$ cat src/cbe_bases.sv
// Pipelined Bernstein basis evaluator: sample index to b1, b2, b3 in five stages.
`default_nettype none
module cbe_bases #(
	parameter int SEARCH_STEPS  = 4000,
	parameter int FRACTION_BITS = 16,
	parameter int IDX_W         = 12
) (
	input  wire logic                     clk,
	input  wire logic                     en,
	input  wire logic [IDX_W-1:0]         idx,
	output logic      [FRACTION_BITS+2:0] b1,
	output logic      [FRACTION_BITS+2:0] b2,
	output logic      [FRACTION_BITS:0]   b3
);
	localparam int F  = FRACTION_BITS;
	localparam int TW = F + 1;
	localparam int BW = F + 3;
	localparam longint unsigned RECIP = (longint'(1) << (IDX_W + F)) / SEARCH_STEPS;
	localparam int RW = $clog2(RECIP + 1);
	localparam int PW = IDX_W + RW;
	localparam int NW = IDX_W + F;
	localparam int DW = ((PW > NW) ? PW : NW) + 1;
	localparam logic [RW-1:0]    RECIP_R = RW'(RECIP);
	localparam logic [IDX_W-1:0] STEPS_I = IDX_W'(SEARCH_STEPS);
	localparam logic [DW-1:0]    STEPS_D = DW'(SEARCH_STEPS);
	localparam logic [TW-1:0]    ONE     = {1'b1, {F{1'b0}}};

	logic [PW-1:0]    prod_s1;
	logic [IDX_W-1:0] idx_s1;
	logic [RW-1:0]    q_s2;
	logic [DW-1:0]    qs_s2;
	logic [NW-1:0]    n_s2;
	logic [TW-1:0]    t_s3, u_s3;
	logic [TW-1:0]    t_s4, u_s4, uu_s4, tt_s4;
	logic [DW-1:0]    rem, tq;
	logic [TW-1:0]    t_c;
	logic [2*TW-1:0]  sq_u, sq_t, m1, m2, m3;
	logic [RW-1:0]    q_c;

	// index * 2^F / steps by reciprocal, one correction step
	assign q_c = prod_s1[PW-1 -: RW];
	assign rem = DW'(n_s2) - qs_s2;
	always_comb begin
		tq = DW'(q_s2) + DW'(rem >= STEPS_D);
		if (tq > DW'(ONE)) begin
			t_c = ONE;
		end else begin
			t_c = tq[TW-1:0];
		end
	end

	assign sq_u = (2*TW)'(u_s3) * (2*TW)'(u_s3);
	assign sq_t = (2*TW)'(t_s3) * (2*TW)'(t_s3);
	assign m1   = (2*TW)'(uu_s4) * (2*TW)'(t_s4);
	assign m2   = (2*TW)'(tt_s4) * (2*TW)'(u_s4);
	assign m3   = (2*TW)'(tt_s4) * (2*TW)'(t_s4);

	always_ff @(posedge clk) begin
		if (en) begin
			prod_s1 <= PW'(idx) * PW'(RECIP_R);
			idx_s1  <= idx;
			q_s2    <= q_c;
			qs_s2   <= DW'(q_c) * DW'(STEPS_I);
			n_s2    <= {idx_s1, {F{1'b0}}};
			t_s3    <= t_c;
			u_s3    <= ONE - t_c;
			uu_s4   <= sq_u[F +: TW];
			tt_s4   <= sq_t[F +: TW];
			t_s4    <= t_s3;
			u_s4    <= u_s3;
			b1      <= BW'(m1[F +: TW]) + (BW'(m1[F +: TW]) << 1);
			b2      <= BW'(m2[F +: TW]) + (BW'(m2[F +: TW]) << 1);
			b3      <= m3[F +: TW];
		end
	end
endmodule
`default_nettype wire

$ cat config.mk
export PLATFORM = sky130hd
export DESIGN_NAME = cbe_bases
export DESIGN_NICKNAME = d
export VERILOG_FILES = /design/src/cbe_bases.sv
export SDC_FILE = /design/constraint.sdc
export NUM_CORES = 2
export LEC_CHECK = 0
export BUFFER_PORTS_ARGS = -buffer_cell sky130_fd_sc_hd__buf_4
export CELL_PAD_IN_SITES_DETAIL_PLACEMENT = 1
export CELL_PAD_IN_SITES_GLOBAL_PLACEMENT = 2
export CORE_ASPECT_RATIO = 0.8
export CORE_MARGIN = 2
export CORE_UTILIZATION = 47
export DETAILED_ROUTE_END_ITERATION = 7
export HOLD_SLACK_MARGIN = 0.12
export PLACE_DENSITY = 0.85
export SYNTH_ARGS = -nofsm -noshare
export SYNTH_HDL_FRONTEND = slang
export SYNTH_SLANG_ARGS = --single-unit
$ cat constraint.sdc
create_clock -name clk -period 14.6 [get_ports clk]
set_input_delay 2.19 -clock clk [delete_from_list [all_inputs] [get_ports clk]]
set_output_delay 2.19 -clock clk [all_outputs]
set_load 0.01 [all_outputs]
==> impl_metrics.env <==
export IMPL_status="finished, final reports clean"
export IMPL_yosysWarningCount=0
export IMPL_r2r_end="b2[15]"
export IMPL_pin_count=69
export IMPL_worstMarginPinSlew_ns=1.27
export IMPL_route_vias_total=39100
export IMPL_die_h_um=315
export IMPL_clk_pin_slew_ns=0.08
export IMPL_rows=113
export IMPL_cap_violations=0
export IMPL_pre_cts_ws_ns=5.61
export IMPL_worst_slack_ns=5.54
export IMPL_htree_levels=1
export IMPL_synth_seq_cells=235
export IMPL_syn_cell_area_um2=56600
export IMPL_synth_flop_cell="edfxtp_1"
export IMPL_cts_hold_buffers=0
export IMPL_crit_arrival_ns=9.55
export IMPL_firstDrtPassIters=5
export IMPL_nets=7732
export IMPL_min_to="n_s2[18]"
export IMPL_fin_crit_sh=0.621
export IMPL_min_path_type="reg -> reg"
export IMPL_start_util=0.475
export IMPL_cp_start_kind="register"
export IMPL_viasPerCell=5.19
export IMPL_utilization=0.504
export IMPL_r2r_slack_ns=5.54
export IMPL_hold_start="idx_s1[2]"
export IMPL_setup_viol=0
export IMPL_die_area_um2=123000
export IMPL_slew_headroom=0.153
export IMPL_rsz0062_at_grt="false"
export IMPL_clock_sinks=235
export IMPL_area_growth_pct=5.97
export IMPL_place_congestion=0.854
export IMPL_hold_slack_ns=0.420
export IMPL_hold_violations=0
export IMPL_track_usage=0.249
export IMPL_drtIter0Drc=1882
export IMPL_synth_top_area_frac=0.395
export IMPL_crit_fanout=17
export IMPL_yosysTopAreaCell="fa_1"
export IMPL_syn_avg_cell_area_um2=9.55
export IMPL_worst_setup_path_end_kind="register"
export IMPL_reg2reg_depth=29
export IMPL_cts_tree="yes"
export IMPL_crit_path_frequent_cell="fa_1"
export IMPL_cts_setup_buffers=0
export IMPL_cts_made_buffers=31
export IMPL_max_stage_delay_ns=0.81
export IMPL_finalCriticalPeriod_ns=9.06
export IMPL_max_freq_mhz=110
export IMPL_synth_area_leaders="fa_1 40%, ha_1 15%, edfxtp_1 12%"
export IMPL_portBuffers=68
export IMPL_syn_nets=7756
export IMPL_root_buffer="clkbuf_16"
export IMPL_syn_inst=5933
export IMPL_netlist_cell_type_count=79
export IMPL_antenna_found_initial=6
export IMPL_grt_overflow_total=0
export IMPL_finalMaxSlewViolations=0
export IMPL_clk_latency_ns=0.67
export IMPL_drt_antenna_violating_nets=0
export IMPL_grt_pass1_wl_mm=241
export IMPL_design_core_area_um2=119000
export IMPL_grt_start_max_net_pins=108
export IMPL_synth_edf_count=235
export IMPL_grt_pass1_vias=44100
export IMPL_rr_startpoint="u_s4[8]"
export IMPL_critPathRequiredTime_ns=15.09
export IMPL_drc_errors=0
export IMPL_wl_mm=148
export IMPL_critical_path_class="reg -> reg"
export IMPL_yosysSeqAreaShare=0.125
export IMPL_crit_path_top_delay_cell="edfxtp_1"
export IMPL_dp_hpwl_mm=119
export IMPL_async_reset_ff_frac=0
export IMPL_cts_buffer_depth=3
export IMPL_drive_gt1_frac=0.0364
export IMPL_clock_skew_final_ns=0.0436
export IMPL_finalSetupTns_ns=0
export IMPL_wire_per_inst_um=19.6
export IMPL_holdPathStages=0
export IMPL_die_w_um=392
export IMPL_post_cts_resized=0
[registers in the layout (all words and copies together), names as in the netlist]
register / cells
tt_s4: 17
n_s2: 12
b2: 19
b3: 17
t_s4: 17
idx_s1: 12
q_s2: 17
u_s3: 16
qs_s2: 22
u_s4: 16
t_s3: 17
uu_s4: 17
prod_s1: 17
b1: 19
[stage by stage]
stage	instances	cell area [um^2]
2_1_floorplan	5933	56600
3_3_place_gp	7486	59000
3_5_place_dp	7486	59000
4_1_cts	7543	60000
5_1_grt	7543	60000
6_report	7544	60000
[kinds of logic (layout without fill, tap and decap cells)]
logic type               count (synthesis)  in the layout  synth area share
adder cells (fa/ha/maj)               1810           1810             0.548
buffers and inverters                 1685           1685             0.112
AND/OR/NAND/NOR                       1548           1548             0.129
AO/OA/AOI/OAI                          428            428            0.0513
flip-flops                             235            235             0.125
XOR/XNOR                               211            211            0.0328
multiplexers                            16             16           0.00294
other                                    0              1                 0
[Yosys cell counts (all sizes together), types with 10 or more instances]
cell type and count:
o21a 24, and3 24, a21o 49, edfxtp 235
and4 10, nor2b 25, nand3 46, a21oi 115
nor2 170, o21ai 76, o31ai 10, and2 399
mux2i 11, a211oi 18, o21bai 25, or3 13
nand2b 12, xor2 62, a31oi 15, nor3 34
o211ai 13, fa 1119, nand4 15, or2 13
nor4 12, ha 690, clkbuf 191, xnor2 149
nand2 766, inv 1494
[how the worst max path moves through the flow]
| stage | slack, ns | start | end | depth (start not counted) |
|---|---|---|---|---|
| 4_1_cts | 5.57 | u_s4[5] | b2[15] | 30 |
| 5_1_grt | 5.00 | t_s4[2] | b1[17] | 32 |
| 3_3_place_gp | 5.87 | u_s4[8] | b2[16] | 32 |
| 3_5_place_dp | 5.61 | u_s4[5] | b2[15] | 30 |
| 2_1_floorplan | 6.46 | u_s4[8] | b2[16] | 34 |
| 6_report | 5.54 | u_s4[8] | b2[15] | 29 |
[worst max-delay path: cells and delay by family (launching register included)]
| kind | cells | cell delay, ns |
|---|---|---|
| muxes | 1 | 0.28 |
| adders and majority gates | 9 | 4.12 |
| and+or+nand+nor | 5 | 0.88 |
| xor gates and xnor gates | 1 | 0.22 |
| DFF | 1 | 0.81 |
| AOI/OAI and AO/OA | 10 | 2.38 |
| buffers and inverters | 3 | 0.17 |
[layer usage]
metal	wire (um)	track usage
met1	67800	0.354
met4	3380	0.0523
met3	7890	0.0368
met2	68700	0.405
met5	25	0
[cell usage in the layout (no fill, tap or decap), drive strengths merged, types with 7 or more instances in the layout]
master	netlist	final
a211oi	18	18
nor2b	25	25
edfxtp	235	235
o31a	8	8
a21o	49	49
buf	0	134
a211o	7	7
nand2	766	766
o21a	24	24
mux2i	11	11
o21ai	76	76
xnor2	149	149
clkbuf	191	33
a31oi	15	15
or3	13	13
o211ai	13	13
nor4	12	12
or2	13	13
and4	10	10
nand2b	12	12
nand3	46	46
clkinv	0	13
a21oi	115	115
nor3	34	34
ha	690	690
nand4	15	15
inv	1494	1495
xor2	62	62
nor2	170	170
and3	24	24
o21bai	25	25
and2	399	399
o31ai	10	10
fa	1119	1119
[cell type report]
type                       instances  area, um^2
antenna                            1        2.50
tap                             1610        2010
clock inverter                    24         282
fill                           13500       59200
inverter                        1494        5610
multi-input combinational       4013       43300
clock buffer                      33         783
timing repair buffer             134        1010
sequential                       235        7060
Power is left out: the tool's default activity adds up to more than one toggle a clock period on the data nets, which glitch-free logic cannot reach.
